$ cat src/rtl/core/ssrch_pkg.sv
`timescale 1ns / 1ps

package ssrch_pkg;

    localparam int NEEDLE_BYTES = 15;
    localparam int LEN_W        = 4;
    localparam int OFFSET_BITS  = 16;
    localparam int CFG_DATA_W   = 64;
    localparam int CFG_INDEX_W  = 2;
    localparam int HIGH_W       = 56;

    localparam logic [CFG_INDEX_W-1:0] REG_NEEDLE_LOW  = 2'd0;
    localparam logic [CFG_INDEX_W-1:0] REG_NEEDLE_HIGH = 2'd1;
    localparam logic [CFG_INDEX_W-1:0] REG_NEEDLE_LEN  = 2'd2;

    typedef logic [7:0] byte_t;

    // needle bytes and the clamped length, as the matcher sees them
    typedef struct packed {
        logic [NEEDLE_BYTES-1:0][7:0] needle;
        logic [LEN_W-1:0]             len;
    } needle_cfg_t;

endpackage

$ cat src/rtl/core/ssrch_cfg.sv
`timescale 1ns / 1ps

module ssrch_cfg #(
    parameter int MAX_NEEDLE = 15
) (
    input  logic                               clk,
    input  logic                               rst_n,
    input  logic                               cfg_we,
    input  logic [ssrch_pkg::CFG_INDEX_W-1:0]  cfg_index,
    input  logic [ssrch_pkg::CFG_DATA_W-1:0]   cfg_data,
    output ssrch_pkg::needle_cfg_t             needle_cfg
);

    logic [ssrch_pkg::CFG_DATA_W-1:0] needle_low_reg;
    logic [ssrch_pkg::HIGH_W-1:0]     needle_high_reg;
    logic [ssrch_pkg::LEN_W-1:0]      needle_len_reg;
    logic [ssrch_pkg::LEN_W-1:0]      len_eff;

    always_ff @(posedge clk or negedge rst_n)
    begin
        if (!rst_n)
        begin
            needle_low_reg  <= '0;
            needle_high_reg <= '0;
            needle_len_reg  <= ssrch_pkg::LEN_W'(1);
        end
        else if (cfg_we)
        begin
            unique case (cfg_index)
                ssrch_pkg::REG_NEEDLE_LOW:
                begin
                    needle_low_reg <= cfg_data;
                end
                ssrch_pkg::REG_NEEDLE_HIGH:
                begin
                    needle_high_reg <= cfg_data[ssrch_pkg::HIGH_W-1:0];
                end
                ssrch_pkg::REG_NEEDLE_LEN:
                begin
                    needle_len_reg <= cfg_data[ssrch_pkg::LEN_W-1:0];
                end
                default:
                begin
                end
            endcase
        end
    end

    // zero length acts as one, anything above the window depth as the depth
    always_comb
    begin
        len_eff = needle_len_reg;
        if (needle_len_reg == '0)
        begin
            len_eff = ssrch_pkg::LEN_W'(1);
        end
        else if ({1'b0, needle_len_reg} > (ssrch_pkg::LEN_W + 1)'(MAX_NEEDLE))
        begin
            len_eff = ssrch_pkg::LEN_W'(MAX_NEEDLE);
        end
    end

    assign needle_cfg.needle = {needle_high_reg, needle_low_reg};
    assign needle_cfg.len    = len_eff;

endmodule

$ cat src/rtl/core/ssrch_match.sv
`timescale 1ns / 1ps

module ssrch_match #(
    parameter int MAX_NEEDLE = 15
) (
    input  logic [MAX_NEEDLE-1:0][7:0]  window,
    input  ssrch_pkg::needle_cfg_t      needle_cfg,
    output logic                        hit
);

    logic [MAX_NEEDLE-1:0]         lane_ok;
    logic [ssrch_pkg::LEN_W-1:0]   nidx [MAX_NEEDLE];

    // window entry j (newest first) lines up with needle byte len-1-j
    always_comb
    begin
        for (int j = 0; j < MAX_NEEDLE; j++)
        begin
            nidx[j] = ssrch_pkg::LEN_W'(needle_cfg.len - ssrch_pkg::LEN_W'(1)
                                        - ssrch_pkg::LEN_W'(j));
            if ((ssrch_pkg::LEN_W + 5)'(j) < (ssrch_pkg::LEN_W + 5)'(needle_cfg.len))
            begin
                lane_ok[j] = (window[j] == needle_cfg.needle[nidx[j]]);
            end
            else
            begin
                lane_ok[j] = 1'b1;
            end
        end
    end

    assign hit = &lane_ok;

endmodule

$ cat src/rtl/core/short_needle_substring_search_core.sv
`timescale 1ns / 1ps

// first-match search for a 1 to 15 byte needle in a byte stream, one byte per beat.
// a text beat is taken every cycle unless a finished result sits in the output
// register while result_stall is high; the result of a beat shows on the result
// port in the cycle after the beat is taken. each string yields one result beat:
// found with the start offset on the byte where the first full match ends, or
// not found on the byte marked is_last. offsets past the position range saturate and
// set overflow. the user writes needle registers over cfg only while idle (unenforced).
module short_needle_substring_search_core #(
    parameter int MAX_NEEDLE    = 15,
    parameter int POSITION_BITS = 16
) (
    input  logic                                    clk,
    input  logic                                    rst_n,
    input  logic                                    cfg_we,
    input  logic [ssrch_pkg::CFG_INDEX_W-1:0]       cfg_index,
    input  logic [ssrch_pkg::CFG_DATA_W-1:0]        cfg_data,
    input  logic                                    text_valid,
    output logic                                    text_stall,
    input  logic [7:0]                              text_byte,
    input  logic                                    is_last,
    output logic                                    result_valid,
    input  logic                                    result_stall,
    output logic                                    found,
    output logic [ssrch_pkg::OFFSET_BITS-1:0]       match_offset,
    output logic                                    overflow
);

    localparam int COUNT_W = POSITION_BITS + 1;
    localparam int WIDE_W  = COUNT_W > ssrch_pkg::OFFSET_BITS ? COUNT_W
                                                               : ssrch_pkg::OFFSET_BITS;
    localparam logic [63:0] CAP_64   = (64'd1 << POSITION_BITS) + 64'(MAX_NEEDLE);
    localparam logic [63:0] LIMIT_64 = POSITION_BITS < ssrch_pkg::OFFSET_BITS
                                       ? ((64'd1 << POSITION_BITS) - 64'd1)
                                       : ((64'd1 << ssrch_pkg::OFFSET_BITS) - 64'd1);
    localparam logic [COUNT_W-1:0] COUNT_CAP = COUNT_W'(CAP_64);
    localparam logic [COUNT_W-1:0] OFF_LIMIT = COUNT_W'(LIMIT_64);

    ssrch_pkg::needle_cfg_t        needle_cfg;

    logic [MAX_NEEDLE-1:0][7:0]    window_reg;
    logic [MAX_NEEDLE-1:0][7:0]    window_next;
    logic [MAX_NEEDLE-1:0][7:0]    shift_win;
    logic [COUNT_W-1:0]            count_reg;
    logic [COUNT_W-1:0]            count_next;
    logic [COUNT_W-1:0]            count_inc;
    logic                          reported_reg;
    logic                          reported_next;

    logic                          accept;
    logic                          lane_hit;
    logic                          hit;
    logic                          emit;
    logic [COUNT_W-1:0]            off;
    logic [WIDE_W-1:0]             off_wide;
    logic                          off_ovf;

    logic                          result_valid_reg;
    logic                          result_valid_next;
    logic                          found_reg;
    logic [ssrch_pkg::OFFSET_BITS-1:0] offset_reg;
    logic                          overflow_reg;

    ssrch_cfg #(
        .MAX_NEEDLE (MAX_NEEDLE)
    ) u_cfg (
        .clk        (clk),
        .rst_n      (rst_n),
        .cfg_we     (cfg_we),
        .cfg_index  (cfg_index),
        .cfg_data   (cfg_data),
        .needle_cfg (needle_cfg)
    );

    ssrch_match #(
        .MAX_NEEDLE (MAX_NEEDLE)
    ) u_match (
        .window     (shift_win),
        .needle_cfg (needle_cfg),
        .hit        (lane_hit)
    );

    assign text_stall = result_valid_reg & result_stall;
    assign accept     = text_valid & ~text_stall;

    // entry 0 holds the newest byte
    always_comb
    begin
        shift_win[0] = text_byte;
        for (int i = 1; i < MAX_NEEDLE; i++)
        begin
            shift_win[i] = window_reg[i-1];
        end
    end

    assign count_inc = (count_reg < COUNT_CAP) ? count_reg + COUNT_W'(1) : count_reg;

    assign hit  = ~reported_reg & (count_inc >= COUNT_W'(needle_cfg.len)) & lane_hit;
    assign emit = hit | (is_last & ~reported_reg);

    assign off      = count_inc - COUNT_W'(needle_cfg.len);
    assign off_ovf  = off > OFF_LIMIT;
    assign off_wide = off_ovf ? WIDE_W'(OFF_LIMIT) : WIDE_W'(off);

    // the last byte of a string puts the stream state back to reset
    always_comb
    begin
        window_next   = window_reg;
        count_next    = count_reg;
        reported_next = reported_reg;
        if (accept)
        begin
            if (is_last)
            begin
                window_next   = '0;
                count_next    = '0;
                reported_next = 1'b0;
            end
            else
            begin
                window_next   = shift_win;
                count_next    = count_inc;
                reported_next = reported_reg | hit;
            end
        end
    end

    always_ff @(posedge clk or negedge rst_n)
    begin
        if (!rst_n)
        begin
            window_reg   <= '0;
            count_reg    <= '0;
            reported_reg <= 1'b0;
        end
        else
        begin
            window_reg   <= window_next;
            count_reg    <= count_next;
            reported_reg <= reported_next;
        end
    end

    always_comb
    begin
        result_valid_next = result_valid_reg & result_stall;
        if (accept && emit)
        begin
            result_valid_next = 1'b1;
        end
    end

    always_ff @(posedge clk or negedge rst_n)
    begin
        if (!rst_n)
        begin
            result_valid_reg <= 1'b0;
        end
        else
        begin
            result_valid_reg <= result_valid_next;
        end
    end

    always_ff @(posedge clk)
    begin
        if (accept && emit)
        begin
            found_reg    <= hit;
            offset_reg   <= hit ? off_wide[ssrch_pkg::OFFSET_BITS-1:0] : '0;
            overflow_reg <= hit & off_ovf;
        end
    end

    assign result_valid = result_valid_reg;
    assign found        = found_reg;
    assign match_offset = offset_reg;
    assign overflow     = overflow_reg;

endmodule
$ cat config.mk
export PLATFORM = sky130hd
export DESIGN_NAME = short_needle_substring_search_core
export DESIGN_NICKNAME = d
export VERILOG_FILES = /design/src/rtl/core/ssrch_pkg.sv /design/src/rtl/core/ssrch_cfg.sv /design/src/rtl/core/ssrch_match.sv /design/src/rtl/core/short_needle_substring_search_core.sv
export SDC_FILE = /design/constraint.sdc
export NUM_CORES = 1
export LEC_CHECK = 0
export BUFFER_PORTS_ARGS = -buffer_cell sky130_fd_sc_hd__clkbuf_2
export CAP_MARGIN = 20
export CORE_MARGIN = 5
export CORE_UTILIZATION = 55
export CTS_CLUSTER_DIAMETER = 80
export DETAILED_ROUTE_END_ITERATION = 16
export MAX_ROUTING_LAYER = met4
export PLACE_DENSITY = 0.71
export SETUP_SLACK_MARGIN = 0.4
export SYNTH_ARGS = -nofsm -noshare
export SYNTH_HDL_FRONTEND = slang
export SYNTH_SLANG_ARGS = --single-unit
$ cat constraint.sdc
create_clock -name clk -period 7.8 [get_ports clk]
set_input_delay 0.78 -clock clk [delete_from_list [all_inputs] [get_ports clk]]
set_output_delay 0.78 -clock clk [all_outputs]
set_load 0.01 [all_outputs]
==> impl_metrics.prom, run 1 <==
# TYPE chip_impl_metric gauge
chip_impl_metric{name="detail_route.first_pass.iterations",unit=""} 8
chip_impl_metric{name="internal_power",unit="mW"} 4.59
chip_impl_metric{name="die_w",unit="microns"} 213
chip_impl_metric{name="required",unit="ns"} 8.01
chip_impl_info{name="tritoncts",value="built"} 1
chip_impl_metric{name="fillerInstances",unit=""} 3446
chip_impl_info{name="clk_root_buffer_cell",value="sky130_fd_sc_hd__clkbuf_16"} 1
chip_impl_metric{name="syn-cell-area",unit="sq um"} 22600
chip_impl_metric{name="post-route-min-period",unit="ns"} 7.17
chip_impl_info{name="timing.critical_path.to_type",value="register"} 1
chip_impl_metric{name="power.total",unit="mW"} 9.26
chip_impl_metric{name="timing.final.hold_violations",unit=""} 0
chip_impl_metric{name="ios",unit=""} 100
chip_impl_info{name="crit_type",value="register to register"} 1
chip_impl_info{name="grt_setup_unrepaired",value="no"} 1
chip_impl_metric{name="postSynthCellCount",unit=""} 2424
chip_impl_metric{name="timing_max_transition_violations_final",unit=""} 0
chip_impl_metric{name="synth-warning-count",unit=""} 0
chip_impl_metric{name="postSynth.asyncResetShare",unit="%"} 93.4
chip_impl_metric{name="ant_nets",unit=""} 0
chip_impl_metric{name="wl_per_cell",unit="microns"} 32.0
chip_impl_metric{name="setup-violations-final",unit=""} 0
chip_impl_metric{name="p_sw_share",unit="%"} 50.5
chip_impl_metric{name="groute.usage.overall",unit="%"} 42.5
chip_impl_metric{name="ys_seq_area_share",unit="%"} 30.6
chip_impl_metric{name="timing.final.crit_share",unit="%"} 91.9
chip_impl_metric{name="seqCellArea",unit="sq um"} 6930
chip_impl_metric{name="die_area",unit="sq um"} 45200
chip_impl_metric{name="drt-initial-drc-count",unit=""} 3439
chip_impl_metric{name="num_clock_sinks",unit=""} 273
chip_impl_info{name="outcome",value="finished clean"} 1
chip_impl_metric{name="switchingPower",unit="mW"} 4.68
chip_impl_metric{name="cellLeakagePower",unit="nW"} 9.59
chip_impl_metric{name="post_synth_num_cell_types",unit=""} 104
chip_impl_metric{name="remaining_drc_errors",unit=""} 0
chip_impl_metric{name="max-slew-margin-rel",unit="%"} 15.4
chip_impl_metric{name="floorplan.initialDensity",unit="%"} 55.5
chip_impl_metric{name="finalSetupTns",unit="ns"} 0
chip_impl_metric{name="final_net_count",unit=""} 2508
chip_impl_metric{name="layout-area-overhead-vs-synth",unit="%"} 7.68
chip_impl_info{name="worstHoldPathType",value="input pin to asynchronous set/reset pin"} 1
chip_impl_metric{name="globalplace.congestion",unit=""} 1.09
chip_impl_info{name="synthFlopType",value="sky130_fd_sc_hd__dfrtp_1"} 1
chip_impl_metric{name="grt_max_degree",unit=""} 173
chip_impl_metric{name="fp-row-count",unit=""} 74
chip_impl_metric{name="detailroute.via_count",unit=""} 21200
chip_impl_metric{name="cts_post_setup_buffers_inserted",unit=""} 0
chip_impl_metric{name="largest_register_ff_count",unit=""} 112
chip_impl_metric{name="cts-root-to-sink-buffers",unit=""} 3
chip_impl_info{name="ys_top_cells_by_area",value="sky130_fd_sc_hd__dfrtp_1 28%, sky130_fd_sc_hd__mux2_2 9.0%, sky130_fd_sc_hd__mux4_2 7.5%, sky130_fd_sc_hd__mux2i_1 5.9%, sky130_fd_sc_hd__o21ai_0 4.5%"} 1
chip_impl_metric{name="cts_hold_repair.buffers",unit=""} 0
chip_impl_metric{name="worst_skew_pair.late_latency",unit="ns"} 0.59
chip_impl_info{name="synth_largest_area_cell",value="sky130_fd_sc_hd__dfrtp_1"} 1
chip_impl_metric{name="via_per_inst",unit=""} 7.13
chip_impl_metric{name="worst_setup_hold_path_clk_slew",unit="ns"} 0.06
chip_impl_metric{name="antenna_violations_before_repair",unit=""} 2
chip_impl_metric{name="synthDominantCellAreaShare",unit="%"} 28.1
chip_impl_metric{name="powerDensity",unit="nW/um^2"} 381
chip_impl_metric{name="syn_area_per_cell",unit="sq um"} 9.32
chip_impl_info{name="crit-reg2reg-launch",value="u_cfg.needle_len_reg[3]"} 1
chip_impl_metric{name="cts-resized-gates",unit=""} 0
chip_impl_metric{name="drv_cap",unit=""} 0
chip_impl_metric{name="seq_power_share",unit="%"} 22.0
chip_impl_metric{name="cts-htree-levels",unit=""} 1
chip_impl_metric{name="critical_path_peak_fanout",unit=""} 20
chip_impl_info{name="critical_path.startpoint_type",value="register"} 1
chip_impl_metric{name="via_count_of_the_first_global_routing_pass",unit=""} 19800
chip_impl_metric{name="core-area",unit="sq um"} 40700
chip_impl_info{name="layout_common_cells",value="252 x sky130_fd_sc_hd__dfrtp_1, 247 x sky130_fd_sc_hd__nand2_1, 205 x sky130_fd_sc_hd__o21ai_0"} 1
chip_impl_metric{name="worst-slew-pin-transition",unit="ns"} 1.27
chip_impl_metric{name="fmax",unit="MHz"} 140
chip_impl_metric{name="clock-skew-final",unit="ns"} 0.0110
chip_impl_metric{name="io_buffer_count",unit=""} 99
chip_impl_metric{name="synth-edff-count",unit=""} 18
chip_impl_metric{name="clkPwrFrac",unit="%"} 15.3
chip_impl_metric{name="fin_hold_ws",unit="ns"} 0.172
chip_impl_metric{name="area_used_by_multi_input_combinational_logic",unit="sq um"} 14600
chip_impl_metric{name="dp_hpwl",unit="mm"} 71.6
chip_impl_info{name="layout_commonest_cell",value="sky130_fd_sc_hd__dfrtp_1"} 1
chip_impl_metric{name="synth_fp_nets",unit=""} 2521
chip_impl_info{name="startpoint",value="u_cfg.needle_len_reg[3]"} 1
chip_impl_metric{name="critical_path_arrival",unit="ns"} 7.37
chip_impl_metric{name="synth_seq_cells",unit=""} 273
chip_impl_metric{name="worst_ir_drop_vdd",unit="mV"} 0.219
chip_impl_metric{name="fraction_of_layout_instances_using_a_drive_strength_above_1",unit="%"} 21.2
chip_impl_metric{name="comb_power_share",unit="%"} 62.7
chip_impl_metric{name="routed_wirelength",unit="mm"} 95.0
chip_impl_metric{name="floorplan.die.height",unit="microns"} 213
chip_impl_metric{name="tritoncts.num_buffers",unit=""} 30
chip_impl_metric{name="grt_first_pass_wirelength",unit="mm"} 138
chip_impl_metric{name="grt_overflow",unit=""} 0
## Yosys cell counts (18+ instances only)
| cell type | count |
|---|---|
| sky130_fd_sc_hd__a21oi_1 | 95 |
| sky130_fd_sc_hd__a22oi_1 | 25 |
| sky130_fd_sc_hd__a31oi_1 | 25 |
| sky130_fd_sc_hd__a32oi_1 | 20 |
| sky130_fd_sc_hd__and3_1 | 20 |
| sky130_fd_sc_hd__buf_2 | 52 |
| sky130_fd_sc_hd__clkbuf_1 | 118 |
| sky130_fd_sc_hd__dfrtp_1 | 254 |
| sky130_fd_sc_hd__edfxtp_1 | 18 |
| sky130_fd_sc_hd__inv_1 | 30 |
| sky130_fd_sc_hd__mux2_2 | 181 |
| sky130_fd_sc_hd__mux2i_1 | 134 |
| sky130_fd_sc_hd__mux4_2 | 75 |
| sky130_fd_sc_hd__nand2_1 | 248 |
| sky130_fd_sc_hd__nand2b_1 | 128 |
| sky130_fd_sc_hd__nand3_1 | 57 |
| sky130_fd_sc_hd__nand4_1 | 21 |
| sky130_fd_sc_hd__nor2_1 | 81 |
| sky130_fd_sc_hd__nor2b_1 | 26 |
| sky130_fd_sc_hd__nor3_1 | 52 |
| sky130_fd_sc_hd__o211ai_1 | 30 |
| sky130_fd_sc_hd__o21ai_0 | 205 |
| sky130_fd_sc_hd__o22ai_1 | 36 |
| sky130_fd_sc_hd__xnor2_1 | 103 |
| sky130_fd_sc_hd__xor2_1 | 64 |
## stage by stage
step                      utilization, %  setup WS, ns  cell area, sq um  instances
after floorplan                        -         0.439             22600       2424
after global placement              57.2          1.00             23300       2909
after detailed placement            57.3         0.901             23300       2910
after CTS                           59.7         0.877             24300       2965
after global routing                59.7         0.415             24300       2968
final                               59.7         0.634             24300       2968
## final timing paths
| path | to | slack (ns) | cells after the start |
|---|---|---|---|
| min in group clk | u_cfg.needle_low_reg[58] | 0.42 | 2 |
| min reg2reg | shift_win[90] | 0.53 | 2 |
| max reg2reg | match_offset[11] | 0.63 | 21 |
| max in group asynchronous | u_cfg.needle_len_reg[2] | 6.19 | 2 |
| max | match_offset[11] | 0.63 | 21 |
| min | shift_win[38] | 0.17 | 1 |
## area by class of cell
| class | count | area share (%) |
|---|---|---|
| diodes | 2 | 0.0206 |
| clock buffers | 41 | 3.54 |
| clock inverters | 14 | 0.514 |
| inverters | 37 | 0.581 |
| multi-input cells | 1910 | 60.1 |
| flip-flops and latches | 273 | 28.5 |
| well taps | 532 | 2.74 |
| repair buffers | 159 | 3.98 |
## power by group through the flow
stage               logic (mW)  registers (mW)  clock network [mW]
finish                    5.81            2.04                1.41
global route              6.01            2.04                1.50
CTS                       5.58            2.00                1.43
detailed placement        5.56            2.03                   0
global placement          5.52            2.02                   0
floorplan                 3.83            1.78                   0
## metal layers
metal | track usage [%] | share of wire [%] | routed length [microns]
met3 | 13.5 | 13 | 12200
met1 | 56.7 | 39 | 37100
met2 | 61.3 | 43 | 40900
met5 | - | 0 | 0
met4 | 15.1 | 5.0 | 4730
## critical path: stages, from the launching register on
cell and delay [ns]:
sky130_fd_sc_hd__dfrtp_1 0.51, sky130_fd_sc_hd__inv_1 0.17, sky130_fd_sc_hd__ha_2 0.21, sky130_fd_sc_hd__nand2b_1 0.11, sky130_fd_sc_hd__nand2_4 0.11, sky130_fd_sc_hd__inv_2 0.04, sky130_fd_sc_hd__ha_1 0.32, sky130_fd_sc_hd__buf_4 0.22
sky130_fd_sc_hd__nand2b_1 0.12, sky130_fd_sc_hd__o211ai_4 0.10, sky130_fd_sc_hd__ha_1 0.31, sky130_fd_sc_hd__buf_4 0.26, sky130_fd_sc_hd__a21oi_1 0.25, sky130_fd_sc_hd__and3_1 0.34, sky130_fd_sc_hd__nor4_1 0.71, sky130_fd_sc_hd__mux2i_1 0.22
sky130_fd_sc_hd__xor2_1 0.20, sky130_fd_sc_hd__a2111oi_1 0.79, sky130_fd_sc_hd__and3_1 0.28, sky130_fd_sc_hd__nand3_1 0.09, sky130_fd_sc_hd__a21o_1 0.52, sky130_fd_sc_hd__o22ai_2 0.87
## cell families (layout without fill, tap and decap cells)
kind of cell	count (synthesis)	after routing	synth area share, %
adders and majority gates	17	17	0.975
buffers and inverters	241	251	4.75
and+or+nand+nor	719	719	16.4
muxes	390	390	22.4
AOI/OAI and AO/OA	610	610	17.8
DFF	273	273	30.6
other	0	2	0
xor gates and xnor gates	174	174	7.08
Note: power is estimated with default switching activity, not from simulation.
==> inputs of run 2 (changes only) <==
--- a/config.mk
+++ b/config.mk
@@ -12,7 +12,7 @@
 export CTS_CLUSTER_DIAMETER = 80
 export DETAILED_ROUTE_END_ITERATION = 16
 export MAX_ROUTING_LAYER = met4
-export PLACE_DENSITY = 0.71
+export PLACE_DENSITY = 0.72
 export SETUP_SLACK_MARGIN = 0.4
 export SYNTH_ARGS = -nofsm -noshare
 export SYNTH_HDL_FRONTEND = slang
==> run 2 against run 1 <==
  * Routed wire length is 3.3% lower
  * Count of clock-buffer cells in the layout rose by 4
  * Die area is the same
  * Critical path depth up 1
  * Clock skew rose by 0.0080 ns
  * Highest routed layer unchanged
==> impl_metrics.prom, run 2 (synthesis gave the netlist of run 1 again) <==
# TYPE chip_impl_metric gauge
chip_impl_metric{name="fp-row-count",unit=""} 74
chip_impl_metric{name="timing_max_transition_violations_final",unit=""} 0
chip_impl_metric{name="internal_power",unit="mW"} 4.61
chip_impl_metric{name="dp_hpwl",unit="mm"} 67.9
chip_impl_metric{name="remaining_drc_errors",unit=""} 0
chip_impl_metric{name="critical_path_arrival",unit="ns"} 7.32
chip_impl_info{name="layout_common_cells",value="252 x sky130_fd_sc_hd__dfrtp_1, 247 x sky130_fd_sc_hd__nand2_1, 205 x sky130_fd_sc_hd__o21ai_0"} 1
chip_impl_metric{name="worst_skew_pair.late_latency",unit="ns"} 0.55
chip_impl_metric{name="grt_first_pass_wirelength",unit="mm"} 133
chip_impl_metric{name="worst-slew-pin-transition",unit="ns"} 1.30
chip_impl_info{name="grt_setup_unrepaired",value="no"} 1
chip_impl_info{name="worstHoldPathType",value="input pin to asynchronous set/reset pin"} 1
chip_impl_metric{name="tritoncts.num_buffers",unit=""} 34
chip_impl_metric{name="groute.usage.overall",unit="%"} 40.9
chip_impl_info{name="worstReg2RegEnd",value="match_offset[12]"} 1
chip_impl_metric{name="grt_max_degree",unit=""} 129
chip_impl_metric{name="critical_path_peak_fanout",unit=""} 20
chip_impl_metric{name="detailroute.via_count",unit=""} 21000
chip_impl_metric{name="powerDensity",unit="nW/um^2"} 374
chip_impl_metric{name="num_clock_sinks",unit=""} 273
chip_impl_metric{name="cts-htree-levels",unit=""} 2
chip_impl_metric{name="numPlacedInstances",unit=""} 2908
chip_impl_metric{name="p_sw_share",unit="%"} 49.5
chip_impl_metric{name="floorplan.die.height",unit="microns"} 213
chip_impl_metric{name="cts-root-to-sink-buffers",unit=""} 3
chip_impl_metric{name="ant_nets",unit=""} 0
chip_impl_info{name="clk_root_buffer_cell",value="sky130_fd_sc_hd__clkbuf_16"} 1
chip_impl_metric{name="via_per_inst",unit=""} 7.06
chip_impl_metric{name="wl_per_cell",unit="microns"} 30.9
chip_impl_info{name="crit-reg2reg-launch",value="u_cfg.needle_len_reg[3]"} 1
chip_impl_metric{name="utilization",unit="%"} 59.9
chip_impl_metric{name="comb_power_share",unit="%"} 61.7
chip_impl_metric{name="die_area",unit="sq um"} 45200
chip_impl_metric{name="drt-initial-drc-count",unit=""} 3284
chip_impl_metric{name="timing.final.crit_share",unit="%"} 91.5
chip_impl_info{name="layout_commonest_cell",value="sky130_fd_sc_hd__dfrtp_1"} 1
chip_impl_metric{name="antenna_violations_before_repair",unit=""} 1
chip_impl_metric{name="io_buffer_count",unit=""} 99
chip_impl_metric{name="grt_overflow",unit=""} 0
chip_impl_info{name="timing.critical_path.to_type",value="register"} 1
chip_impl_metric{name="clkPwrFrac",unit="%"} 16.3
chip_impl_metric{name="clock-skew-final",unit="ns"} 0.0190
chip_impl_metric{name="layout-area-overhead-vs-synth",unit="%"} 8.06
chip_impl_metric{name="setup-violations-final",unit=""} 0
chip_impl_metric{name="post-route-min-period",unit="ns"} 7.14
chip_impl_metric{name="cellLeakagePower",unit="nW"} 9.63
chip_impl_metric{name="fin_hold_ws",unit="ns"} 0.273
chip_impl_metric{name="via_count_of_the_first_global_routing_pass",unit=""} 19600
chip_impl_metric{name="worst_slack",unit="ns"} 0.659
chip_impl_metric{name="globalplace.congestion",unit=""} 1.07
chip_impl_metric{name="final_net_count",unit=""} 2512
chip_impl_metric{name="die_w",unit="microns"} 213
chip_impl_metric{name="fmax",unit="MHz"} 140
chip_impl_metric{name="fin_cells",unit=""} 2973
chip_impl_metric{name="ios",unit=""} 100
chip_impl_metric{name="power.total",unit="mW"} 9.14
chip_impl_metric{name="seq_power_share",unit="%"} 22.0
chip_impl_metric{name="drv_cap",unit=""} 0
chip_impl_info{name="tritoncts",value="built"} 1
chip_impl_metric{name="timing.final.hold_violations",unit=""} 0
chip_impl_metric{name="detail_route.first_pass.iterations",unit=""} 6
chip_impl_metric{name="reg2reg_depth",unit=""} 22
chip_impl_metric{name="core-area",unit="sq um"} 40700
chip_impl_metric{name="worst_setup_hold_path_clk_slew",unit="ns"} 0.06
chip_impl_metric{name="switchingPower",unit="mW"} 4.53
chip_impl_metric{name="max-slew-margin-rel",unit="%"} 13.3
chip_impl_metric{name="largest_register_ff_count",unit=""} 112
chip_impl_metric{name="place_worst_setup_slack",unit="ns"} 0.617
chip_impl_info{name="outcome",value="finished clean"} 1
chip_impl_metric{name="required",unit="ns"} 7.98
chip_impl_metric{name="fraction_of_layout_instances_using_a_drive_strength_above_1",unit="%"} 21.1
chip_impl_metric{name="worst-r2r-setup-slack",unit="ns"} 0.66
chip_impl_metric{name="routed_wirelength",unit="mm"} 91.8
chip_impl_metric{name="floorplan.initialDensity",unit="%"} 55.5
chip_impl_metric{name="worst_ir_drop_vdd",unit="mV"} 0.273
chip_impl_info{name="critical_path.startpoint_type",value="register"} 1
chip_impl_metric{name="cts_post_setup_buffers_inserted",unit=""} 0
chip_impl_info{name="crit_type",value="register to register"} 1
chip_impl_metric{name="final_cell_area",unit="sq um"} 24400
chip_impl_metric{name="detailed_place.area",unit="sq um"} 23300
chip_impl_metric{name="finalSetupTns",unit="ns"} 0
run 2: changes by cell type in the layout (fill, tap and decap cells not counted), moves of 2 or more:
cell / previous run / this run
sky130_fd_sc_hd__buf_4: 59 / 57
sky130_fd_sc_hd__clkbuf_1: 4 / 9
sky130_fd_sc_hd__clkbuf_16: 30 / 35
sky130_fd_sc_hd__clkbuf_8: 7 / 1
sky130_fd_sc_hd__clkinv_4: 0 / 4
sky130_fd_sc_hd__inv_6: 1 / 3
run 2: timing repair:
item | CTS | global route
hold buffers | 0 | 0
endpoints found under the setup margin | 0 | 18
gates resized for setup | 0 | 3
run 2: power by group through the flow:
stage               Combinational [mW]  Sequential [mW]  Clock (mW)
CTS                               5.43             1.98        1.51
floorplan                         3.83             1.78           0
global route                      5.86             2.02        1.57
finish                            5.64             2.01        1.49
detailed placement                5.41             2.00           0
global placement                  5.35             2.00           0
run 2: per-layer routing:
metal  part of all wire [%]  vias up  global-route usage [%]
li1                       -     8998                       -
met1                     40    10400                    56.0
met2                     43     1401                    58.7
met3                     13      232                    12.0
met4                    4.2        0                    13.9
met5                      0        -                       -
run 2: final cells by class:
type	instances	area, sq um
Clock inverter	16	118
Tap cell	532	666
Fill cell	3460	16300
Clock buffer	45	923
Antenna cell	1	2.50
Inverter	37	141
Timing Repair Buffer	159	985
Sequential cell	273	6930
Multi-Input combinational cell	1910	14600
run 2: worst max path at each step:
stage / from / to / slack, ns / cells after the start
floorplan: u_cfg.needle_len_reg[2] / found / 0.44 / 27
global placement: u_cfg.needle_len_reg[3] / match_offset[3] / 0.79 / 20
detailed placement: u_cfg.needle_len_reg[3] / match_offset[2] / 0.62 / 18
CTS: u_cfg.needle_len_reg[3] / match_offset[15] / 0.62 / 18
global route: u_cfg.needle_len_reg[3] / match_offset[15] / 0.42 / 22
finish: u_cfg.needle_len_reg[3] / match_offset[12] / 0.66 / 22
run 2: worst max-delay path, stage by stage (launching register included):
cell and delay, ns:
sky130_fd_sc_hd__dfrtp_1 0.47, sky130_fd_sc_hd__inv_1 0.15, sky130_fd_sc_hd__ha_2 0.40, sky130_fd_sc_hd__nand2b_1 0.17
sky130_fd_sc_hd__nand2_4 0.11, sky130_fd_sc_hd__inv_2 0.04, sky130_fd_sc_hd__ha_1 0.20, sky130_fd_sc_hd__buf_4 0.19
sky130_fd_sc_hd__nand2b_1 0.19, sky130_fd_sc_hd__o211ai_4 0.50, sky130_fd_sc_hd__ha_1 0.24, sky130_fd_sc_hd__inv_1 0.27
sky130_fd_sc_hd__buf_4 0.34, sky130_fd_sc_hd__nand2_1 0.15, sky130_fd_sc_hd__a21oi_1 0.06, sky130_fd_sc_hd__nor4_1 0.71
sky130_fd_sc_hd__mux2i_1 0.20, sky130_fd_sc_hd__xor2_1 0.19, sky130_fd_sc_hd__a2111oi_1 0.61, sky130_fd_sc_hd__and3_1 0.27
sky130_fd_sc_hd__nand3_1 0.12, sky130_fd_sc_hd__a21o_1 0.54, sky130_fd_sc_hd__o22ai_4 0.62
